==> config.mk <==
export PLATFORM = sky130hd
export DESIGN_NAME = sorted_priority_queue
export DESIGN_NICKNAME = d
export VERILOG_FILES = /design/src/rtl/spq_pkg.sv /design/src/rtl/spq_cell.sv /design/src/rtl/sorted_priority_queue.sv
export SDC_FILE = /design/constraint.sdc
export NUM_CORES = 2
export LEC_CHECK = 0
export ABC_AREA = 0
export BUFFER_PORTS_ARGS = -buffer_cell sky130_fd_sc_hd__buf_2
export CORE_MARGIN = 2
export CORE_UTILIZATION = 35
export DETAILED_ROUTE_END_ITERATION = 7
export GPL_ROUTABILITY_DRIVEN = 0
export MAX_ROUTING_LAYER = met4
export PLACE_DENSITY = 0.55
export SLEW_MARGIN = 25
export SYNTH_ARGS = -nofsm -noshare
export SYNTH_HDL_FRONTEND = slang
export SYNTH_SLANG_ARGS = --single-unit
==> constraint.sdc <==
create_clock -name i_clk -period 8.1 [get_ports i_clk]
set_input_delay 0.81 -clock i_clk [delete_from_list [all_inputs] [get_ports i_clk]]
set_output_delay 0.81 -clock i_clk [all_outputs]
set_load 0.05 [all_outputs]
==> src/rtl/spq_pkg.sv <==
`timescale 1ns / 1ps

package spq_pkg;

    localparam int CAPACITY   = 16;
    localparam int VALUE_BITS = 32;
    localparam int COUNT_BITS = $clog2(CAPACITY + 1);

    typedef logic signed [VALUE_BITS-1:0] t_value;
    typedef logic [COUNT_BITS-1:0]        t_count;

    typedef enum logic [1:0] {
        ACT_INSERT = 2'd0,
        ACT_REMOVE = 2'd1,
        ACT_PEEK   = 2'd2
    } t_action;

    typedef enum logic [1:0] {
        ST_OK       = 2'd0,
        ST_OVERFLOW = 2'd1,
        ST_EMPTY    = 2'd2
    } t_status;

    // per-beat control broadcast to every cell
    typedef struct packed {
        logic do_insert;
        logic do_remove;
    } t_cell_ctl;

endpackage

==> src/rtl/spq_cell.sv <==
`timescale 1ns / 1ps

module spq_cell import spq_pkg::*; (
    input  logic      i_clk,
    input  t_cell_ctl i_ctl,
    input  t_value    i_key,
    input  logic      i_occupied,
    input  logic      i_left_gt,
    input  t_value    i_left_value,
    input  t_value    i_right_value,
    output t_value    o_value,
    output logic      o_gt
);

    t_value r_value;
    t_value n_value;

    // new key goes at or above this slot
    assign o_gt = !i_occupied || (i_key > r_value);

    always_comb begin
        n_value = r_value;
        if (i_ctl.do_insert && o_gt) begin
            // displaced from the left, or the key lands here
            n_value = i_left_gt ? i_left_value : i_key;
        end else if (i_ctl.do_remove) begin
            n_value = i_right_value;
        end
    end

    always_ff @(posedge i_clk) begin
        r_value <= n_value;
    end

    assign o_value = r_value;

endmodule

==> src/rtl/sorted_priority_queue.sv <==
`timescale 1ns / 1ps

// channel   | direction | handshake         | beat fields
// ----------+-----------+-------------------+----------------------------------
// command   | in        | i_start, o_busy   | i_action, i_value
// result    | out       | o_strobe          | o_result_value, o_status,
//           |           |                   | o_occupancy
//
// one command per cycle; its result appears on the cycle after it is taken
// every cell updates in the same cycle, so the chain of compare cells sets the
// clock path: one compare plus a two-way select per slot
// i_rst_n is synchronous active low and empties the queue (slot contents stay)
// o_busy is always low; the result side has no back pressure and needs none

module sorted_priority_queue import spq_pkg::*; (
    input  logic                  i_clk,
    input  logic                  i_rst_n,
    input  logic                  i_start,
    output logic                  o_busy,
    input  logic [1:0]            i_action,
    input  logic signed [VALUE_BITS-1:0] i_value,
    output logic                  o_strobe,
    output logic signed [VALUE_BITS-1:0] o_result_value,
    output logic [1:0]            o_status,
    output logic [COUNT_BITS-1:0] o_occupancy
);

    // number of held entries; slots below it are valid, sorted descending
    t_count r_count;
    t_count n_count;

    // registered result beat
    logic    r_strobe;
    t_value  r_result;
    t_status r_status;
    t_count  r_occ;
    t_value  n_result;
    t_status n_status;

    t_cell_ctl w_ctl;
    t_value    w_val [CAPACITY];
    logic      w_gt  [CAPACITY];

    logic w_accept;
    logic w_full;
    logic w_empty;

    assign o_busy   = 1'b0;
    assign w_accept = i_start && !o_busy;
    assign w_full   = (r_count == t_count'(CAPACITY));
    assign w_empty  = (r_count == '0);

    // decode the command and work out the result beat
    always_comb begin
        w_ctl    = '0;
        n_count  = r_count;
        n_result = '0;
        n_status = ST_OK;
        unique case (i_action)
            ACT_INSERT: begin
                if (w_full) begin
                    n_status = ST_OVERFLOW;
                end else begin
                    w_ctl.do_insert = w_accept;
                    n_count         = r_count + t_count'(1);
                end
            end
            ACT_REMOVE: begin
                if (w_empty) begin
                    n_status = ST_EMPTY;
                end else begin
                    w_ctl.do_remove = w_accept;
                    n_result        = w_val[0];
                    n_count         = r_count - t_count'(1);
                end
            end
            ACT_PEEK: begin
                if (w_empty) begin
                    n_status = ST_EMPTY;
                end else begin
                    n_result = w_val[0];
                end
            end
            default: begin
                // unused action code: nothing changes
            end
        endcase
    end

    // the sorted chain: each cell compares the key with its own slot and
    // takes its left neighbor or the key on insert, its right neighbor on remove
    for (genvar g = 0; g < CAPACITY; g++) begin : g_cell
        logic   w_left_gt;
        t_value w_left_val;
        t_value w_right_val;

        if (g == 0) begin : g_head
            assign w_left_gt  = 1'b0;
            assign w_left_val = i_value;
        end else begin : g_body
            assign w_left_gt  = w_gt[g-1];
            assign w_left_val = w_val[g-1];
        end

        if (g == CAPACITY - 1) begin : g_tail
            assign w_right_val = w_val[g];
        end else begin : g_inner
            assign w_right_val = w_val[g+1];
        end

        spq_cell u_cell (
            .i_clk         (i_clk),
            .i_ctl         (w_ctl),
            .i_key         (i_value),
            .i_occupied    (r_count > t_count'(g)),
            .i_left_gt     (w_left_gt),
            .i_left_value  (w_left_val),
            .i_right_value (w_right_val),
            .o_value       (w_val[g]),
            .o_gt          (w_gt[g])
        );
    end

    always_ff @(posedge i_clk) begin
        if (!i_rst_n) begin
            r_count  <= '0;
            r_strobe <= 1'b0;
        end else begin
            r_strobe <= w_accept;
            if (w_accept) begin
                r_count <= n_count;
            end
        end
    end

    // payload of the result beat, no reset needed
    always_ff @(posedge i_clk) begin
        if (w_accept) begin
            r_result <= n_result;
            r_status <= n_status;
            r_occ    <= n_count;
        end
    end

    assign o_strobe       = r_strobe;
    assign o_result_value = r_result;
    assign o_status       = r_status;
    assign o_occupancy    = r_occ;

    // count never passes capacity
    a_count_range: assert property (@(posedge i_clk) disable iff (!i_rst_n)
        r_count <= t_count'(CAPACITY))
        else $error("entry count above capacity");

    // the two front slots stay in descending order
    a_head_sorted: assert property (@(posedge i_clk) disable iff (!i_rst_n)
        r_count >= t_count'(2) |-> w_val[0] >= w_val[1])
        else $error("front slots out of order");

    // every taken command gives a result beat on the next cycle
    a_beat_follows: assert property (@(posedge i_clk) disable iff (!i_rst_n)
        w_accept |=> o_strobe)
        else $error("missing result beat");

    // overflow only reported for a full queue
    a_overflow_full: assert property (@(posedge i_clk) disable iff (!i_rst_n)
        o_strobe && o_status == ST_OVERFLOW |-> o_occupancy == t_count'(CAPACITY))
        else $error("overflow on a queue that was not full");

endmodule
# Yosys cells after proc, flatten, opt, wreduce, memory -nomap -nowiden

Index checks and enable logic that the tools add are counted.

Register bits: 557
Input bits: 37
Output and inout bits: 41
Logic and storage cells: 181

Add/sub/neg operators: 2
Order comparisons: 32
Equal/unequal tests: 3
Muxes and demuxes: 55
Bitwise logic cells: 1
Reductions and logical operators: 67

Operators by type and width:

| cell                  | count |
|---|---|
| $mux W32              | 45 |
| $gt A32 B32 Y1        | 16 |
| $gt A5 B4 Y1 const B  | 8 |
| $reduce_bool A2 Y1    | 15 |
| $gt A5 B3 Y1 const B  | 4 |
| $logic_and A1 B1 Y1   | 16 |
| $logic_not A1 Y1      | 16 |
| $logic_or A1 B1 Y1    | 16 |
| $gt A5 B1 Y1 const B  | 2 |
| $gt A5 B2 Y1 const B  | 2 |
| $mux W5               | 2 |
| $pmux W5 S2           | 1 |
| $add A5 B1 Y5 const B | 1 |
| $eq A5 B5 Y1 const B  | 1 |
| $logic_not A5 Y1      | 1 |
| $mux W1               | 5 |
| $sub A5 B1 Y5 const B | 1 |
| $pmux W2 S2           | 1 |
| $reduce_or A2 Y1      | 2 |
| $eq A2 B1 Y1 const B  | 1 |
| $eq A2 B2 Y1 const B  | 1 |
| $logic_not A2 Y1      | 1 |
| $mux W2               | 1 |
| $not A1 Y1            | 1 |

# Longest topological paths before layout

Word-level depth: 5
Gate-level depth with buffers: 13
Mapped depth without buffers: 9

# By module

Synthesis repeated with hierarchy kept, for this count alone.

Cells, all modules: 3868
Area total of the unflattened synthesis: 46303.2 µm²

Modules (own cells, without submodules):

| module                | instances | cells each | area each (µm²) | seq. area each (µm²) |
|---|---|---|---|---|
| spq_cell              | 16        | 230        | 2758.9          | 960.9 |
| sorted_priority_queue | 1         | 188        | 2160.8          | 1291.2 |

# Worst setup path before layout

OpenSTA, ideal clock, no wires.

Path kind: in2reg
From: in i_value[10]
To: reg g_cell[9].u_cell.r_value[0], enable pin
Library setup time: 0.466 ns
Data arrival time: 4.865 ns
Setup slack: 2.770 ns
Stages on the path: 9
Buffers on the path: 2
Path through: ha_1 nand4_1 or4_1 a21o_1 o211a_1 clkbuf_1 o21a_1 clkbuf_1 o21ai_0

Cells in the longest elaborated chain, start to end: 4

RTL lines:

| element                      | RTL line                    | source |
|---|---|---|
| start: declaration           | sorted_priority_queue.sv:21 | `input logic signed [VALUE_BITS-1:0] i_value,` |
| $gt A32 B32 Y1               | spq_cell.sv:19              | `assign o_gt = !i_occupied \|\| (i_key > r_value);` |
| $logic_or A1 B1 Y1           | spq_cell.sv:19              |  |
| $logic_and A1 B1 Y1          | spq_cell.sv:23              | `if (i_ctl.do_insert && o_gt) begin` |
| $reduce_bool A2 Y1 (no line) | n/a                         |  |
| end signal: assignment       | spq_cell.sv:32              | `r_value <= n_value;` |
| end: declaration             | spq_cell.sv:15              | `t_value r_value;` |

Every way passes these cells.
A chain may end at the register's enable or synchronous reset.

# Worst setup path in the final report

From: reg r_count[0]
To: reg g_cell[13].u_cell.r_value[21], enable pin

Cells in the longest elaborated chain, start to end: 5
Elaborated cells on any way between the ends: 11
Those cells by class: order compare (1); eq/ne (1); mux (4); reduce/logical (5)

RTL lines:

| element                                       | RTL line                                                  | source |
|---|---|---|
| start: declaration                            | sorted_priority_queue.sv:29                               | `t_count r_count;` |
| start signal: assignment                      | sorted_priority_queue.sv:131                              | `r_count <= n_count;` |
| $gt A5 B4 Y1 or $eq A5 B5 Y1 (tied branches)  | sorted_priority_queue.sv:115, sorted_priority_queue.sv:50 |  |
| $logic_not A1 Y1 or $mux W1 (tied branches)   | spq_cell.sv:19, sorted_priority_queue.sv:61               |  |
| $logic_or A1 B1 Y1 or $mux W1 (tied branches) | spq_cell.sv:19, sorted_priority_queue.sv:59               |  |
| $logic_and A1 B1 Y1                           | spq_cell.sv:23                                            |  |
| $reduce_bool A2 Y1 (no line) (*)              | n/a                                                       |  |
| end signal: assignment                        | spq_cell.sv:32                                            |  |
| end: declaration                              | spq_cell.sv:15                                            |  |

Every way passes the cells marked *; elsewhere a longest branch is shown, timed or not.

==> Implementation_results.wiki <==
{| class="wikitable"
! Metric !! Value
|-
| Met1 global-route usage || 33.1%
|-
| Combined buffer and inverter count along the critical path || 3
|-
| Number of nets produced by synthesis || 5213
|-
| Sequential cell area fraction in the yosys report || 37.4%
|-
| Clock buffer depth || 3
|-
| Cells along the critical path || inv_1 > ha_1 > nor3b_2 > nand2_1 > and3_2 > buf_4 > o21a_2 > nand2b_1 > buf_4
|-
| Met3 Use GR || 2.74%
|-
| Worst ir drop on vdd || 0.146 mV
|-
| CP endpoint || g_cell[13].u_cell.o_value[21]
|-
| Core area || 0.126 sq mm
|-
| Count of port buffers added during placement || 76
|-
| Die width || 361 microns
|-
| Maximum number of pins on one net before global-route repair || 69
|-
| Final core utilization || 38.9%
|-
| Worst max-slew margin expressed relative to the limit || 31.8%
|-
| CP peak stage delay || 0.89 ns
|-
| Mean post-synth cell area || 9.57 sq um
|-
| Number of DRC markers after the initial detailed-route iteration || 4164
|-
| Critical Path Slowest Stage Cell || sky130_fd_sc_hd__o21a_2
|-
| Number of flops mapped to enable cells by yosys || 551
|-
| Fin. max-slew vios || 0
|-
| Post-DRT Antenna Nets || 0
|-
| Number of global-route vias before repair || 35.9k
|-
| Commonest non-fill, non-tap cell in the layout || sky130_fd_sc_hd__edfxtp_1
|-
| Footprint of the flip-flops and latches || 0.0167 sq mm
|-
| Hold bufs inserted after CTS || 0
|-
| GRT overflow || 0
|-
| Maximum fanout count along the critical path || 33
|-
| Worst r2r dst || g_cell[13].u_cell.o_value[21]
|-
| WS Path Type || reg2reg
|-
| Setup_tns || 0 ns
|-
| Depth of the worst register-to-register path || 9
|-
| Worst slack after detailed placement || 2.65 ns
|-
| Multi-input logic area || 0.0246 sq mm
|-
| Routed via count || 37.7k
|-
| Count of nets after finishing || 5119
|-
| Initial antenna violation count || 4
|-
| Worst setup slack for register-to-register paths || 3.10 ns
|-
| Transition time of the tightest slew-check pin || 1.02 ns
|-
| Register clock-pin slew on the reported worst setup and hold paths || 0.06 ns
|-
| Yosys warning count || 0
|-
| Post-synthesis async set-or-reset flop share || 0%
|-
| Ys flop type || sky130_fd_sc_hd__edfxtp_1
|-
| Number of maximum-capacitance constraint violations || 0
|-
| Critical path's top delay family || simple AND/OR/NAND/NOR gates
|-
| Reg2reg start || r_count[0]
|-
| Starting density of the core || 35.4%
|-
| Final worst-path setup slack || 3.10 ns
|-
| Clock tree from TritonCTS || built
|-
| Detailed Routing Iterations Pass 1 || 7
|-
| Layout filler cell count || 12.6k
|-
| Count of endpoints failing setup in the final report || 0
|-
| Post-route DRC || 0
|-
| Routed via count divided by cell count || 6.01
|-
| Global-route wire length before repair || 234000 microns
|-
| Worst setup path startpoint || r_count[0]
|-
| CTS Sinks || 557
|-
| Clock latency reported for the late side of the worst-skew pair || 0.65 ns
|-
| Area grow syn2layout || 9.95%
|-
| Levels on crit path || 9
|-
| Crit start category || register
|-
| Wire per inst || 24.8 microns
|-
| Row cnt || 130
|-
| Routing layer with the top usage in global route || met2
|-
| Count of boundary I/O pins || 78
|-
| Root buffer cell || sky130_fd_sc_hd__clkbuf_16
|-
| Number of CTS-inserted buffers || 71
|-
| Count of cells resized by post-cts repair || 0
|-
| Shortest clock period the worst path allows after layout || 5.00 ns
|-
| Number of flip-flops and latches in the synthesized netlist || 557
|-
| Run status || completed
|-
| Cell Area, Synth || 0.0445 sq mm
|-
| Hold Vio Cnt, Final || 0
|-
| Endpoint required time on the critical path || 8.42 ns
|-
| Commonest non-fill, non-tap cells in the layout || 551 x sky130_fd_sc_hd__edfxtp_1, 529 x sky130_fd_sc_hd__inv_1, 520 x sky130_fd_sc_hd__ha_1
|-
| Gate count after technology mapping || 4656
|-
| Cell leakage power || 0.0207 uW
|-
| Die H || 361 microns
|-
| Distinct cells, synth || 86
|-
| CTS H-Tree Depth || 3
|-
| Power per cell area || 174 mW/mm^2
|-
| Overall global routing resource usage || 23.8%
|-
| Fmax achieved || 0.200 GHz
|-
| Final clock period utilization by the worst path || 61.7%
|-
| Setup bufs post-CTS || 0
|-
| Floorplan die area || 0.130 sq mm
|-
| Arrival time worst endpoint || 5.32 ns
|-
| HPWL after DPL || 116000 microns
|-
| Met2 track utilization from global routing || 36.4%
|-
| Cell occurring most often along the worst timing path || sky130_fd_sc_hd__buf_4
|-
| Final design instance area without fill || 0.0490 sq mm
|-
| Setup repair after global routing missed its margin || no
|-
| HP Class || in2reg
|-
| Crit path capture type || register
|-
| Proportion of layout cells with a drive suffix above 1 || 10.2%
|-
| Post-detailed-placement cell area || 0.0467 sq mm
|-
| Setup clock skew after layout || 0.0281 ns
|-
| Aggregate routed wire length || 156000 microns
|}
==> worst min-delay path by stage <==
stage,startpoint,end,cells past startpoint
6_report,i_rst_n,r_count[0],2
3_3_place_gp,g_cell[14].u_cell.o_value[4],g_cell[15].u_cell.o_value[4],1
2_1_floorplan,g_cell[14].u_cell.o_value[10],g_cell[15].u_cell.o_value[10],1
5_1_grt,i_rst_n,r_count[0],2
3_5_place_dp,g_cell[14].u_cell.o_value[9],g_cell[15].u_cell.o_value[9],1
4_1_cts,i_rst_n,r_count[0],2
==> registers in the layout (all words and copies together), names as in the netlist <==
signal                 count
o_result_value            32
o_status                   2
o_occupancy                5
r_count                    5
g_cell.u_cell.o_value    512
o_strobe                   1
==> final cells by class <==
| cell class | count | share of cell area (%) |
|---|---|---|
| Antenna cell | 4 | 0.0204 |
| Clock buffer | 89 | 3.85 |
| Multi-Input combinational cell | 3200 | 50.3 |
| Timing Repair Buffer | 203 | 2.73 |
| Sequential cell | 557 | 34.0 |
| Tap cell | 1650 | 4.21 |
| Inverter | 529 | 4.05 |
| Clock inverter | 38 | 0.782 |
==> stage by stage <==
stage | total power [uW] | cells | hold slack, ns
floorplan | 4710 | 4656 | 0.550
global placement | 5310 | 6138 | 0.557
detailed placement | 5340 | 6139 | 0.571
CTS | 8580 | 6266 | 0.449
global route | 8890 | 6268 | 0.473
finish | 8540 | 6270 | 0.489
==> routing by layer <==
metal,share of wire [%],vias to the layer above
li1,-,17415
met1,45,18557
met2,46,1469
met3,7.0,242
met4,2.8,0
met5,0,-
==> cell families after synthesis <==
kind of cell               count (synthesis)  share of synthesized area (%)
AOI/OAI and AO/OA                       1285                           18.4
and+or+nand+nor                          941                           11.1
buffers and inverters                    899                           7.90
DFF                                      557                           37.4
adders and majority gates                520                           14.6
muxes                                    451                           10.6
xor gates and xnor gates                   2                         0.0393
other                                      1                        0.00842
==> power breakdown <==
group | total (uW) | switching, uW | internal [uW]
Combinational | 1760 | 1170 | 586
Sequential | 3560 | 155 | 3400
Clock | 3230 | 1380 | 1850
==> synth_stat cells (15+ instances only) <==
library cell                number  share of area (%)
sky130_fd_sc_hd__mux2_2         99                2.5
sky130_fd_sc_hd__a21oi_1       403                4.5
sky130_fd_sc_hd__edfxtp_1      551                 37
sky130_fd_sc_hd__a2bb2oi_1      32               0.63
sky130_fd_sc_hd__buf_4          17               0.29
sky130_fd_sc_hd__nand3_1       110                1.2
sky130_fd_sc_hd__and3_1         39               0.55
sky130_fd_sc_hd__o2111ai_1      32               0.63
sky130_fd_sc_hd__nor2b_1        54               0.76
sky130_fd_sc_hd__nand2b_1       19               0.27
sky130_fd_sc_hd__buf_1          15               0.13
sky130_fd_sc_hd__mux2_1         25               0.63
sky130_fd_sc_hd__o21a_1         16               0.27
sky130_fd_sc_hd__o21ai_0       269                3.0
sky130_fd_sc_hd__nand2_1       221                1.9
sky130_fd_sc_hd__ha_1          520                 15
sky130_fd_sc_hd__o311a_1        30               0.67
sky130_fd_sc_hd__buf_2          48               0.54
sky130_fd_sc_hd__nor3_1         56               0.63
sky130_fd_sc_hd__a21o_1         28               0.47
sky130_fd_sc_hd__inv_1         529                4.5
sky130_fd_sc_hd__nor4_1         24               0.34
sky130_fd_sc_hd__nand4_1       239                3.4
sky130_fd_sc_hd__mux2i_1       320                7.2
sky130_fd_sc_hd__o311ai_0       29               0.57
sky130_fd_sc_hd__clkbuf_1      287                2.4
sky130_fd_sc_hd__o211ai_1       88                1.5
sky130_fd_sc_hd__a31oi_1       173                2.4
sky130_fd_sc_hd__o211a_1        36               0.81
sky130_fd_sc_hd__a2111oi_0      37               0.73
sky130_fd_sc_hd__nor2_1        116               0.98
Power figures use the tool's default switching activity.
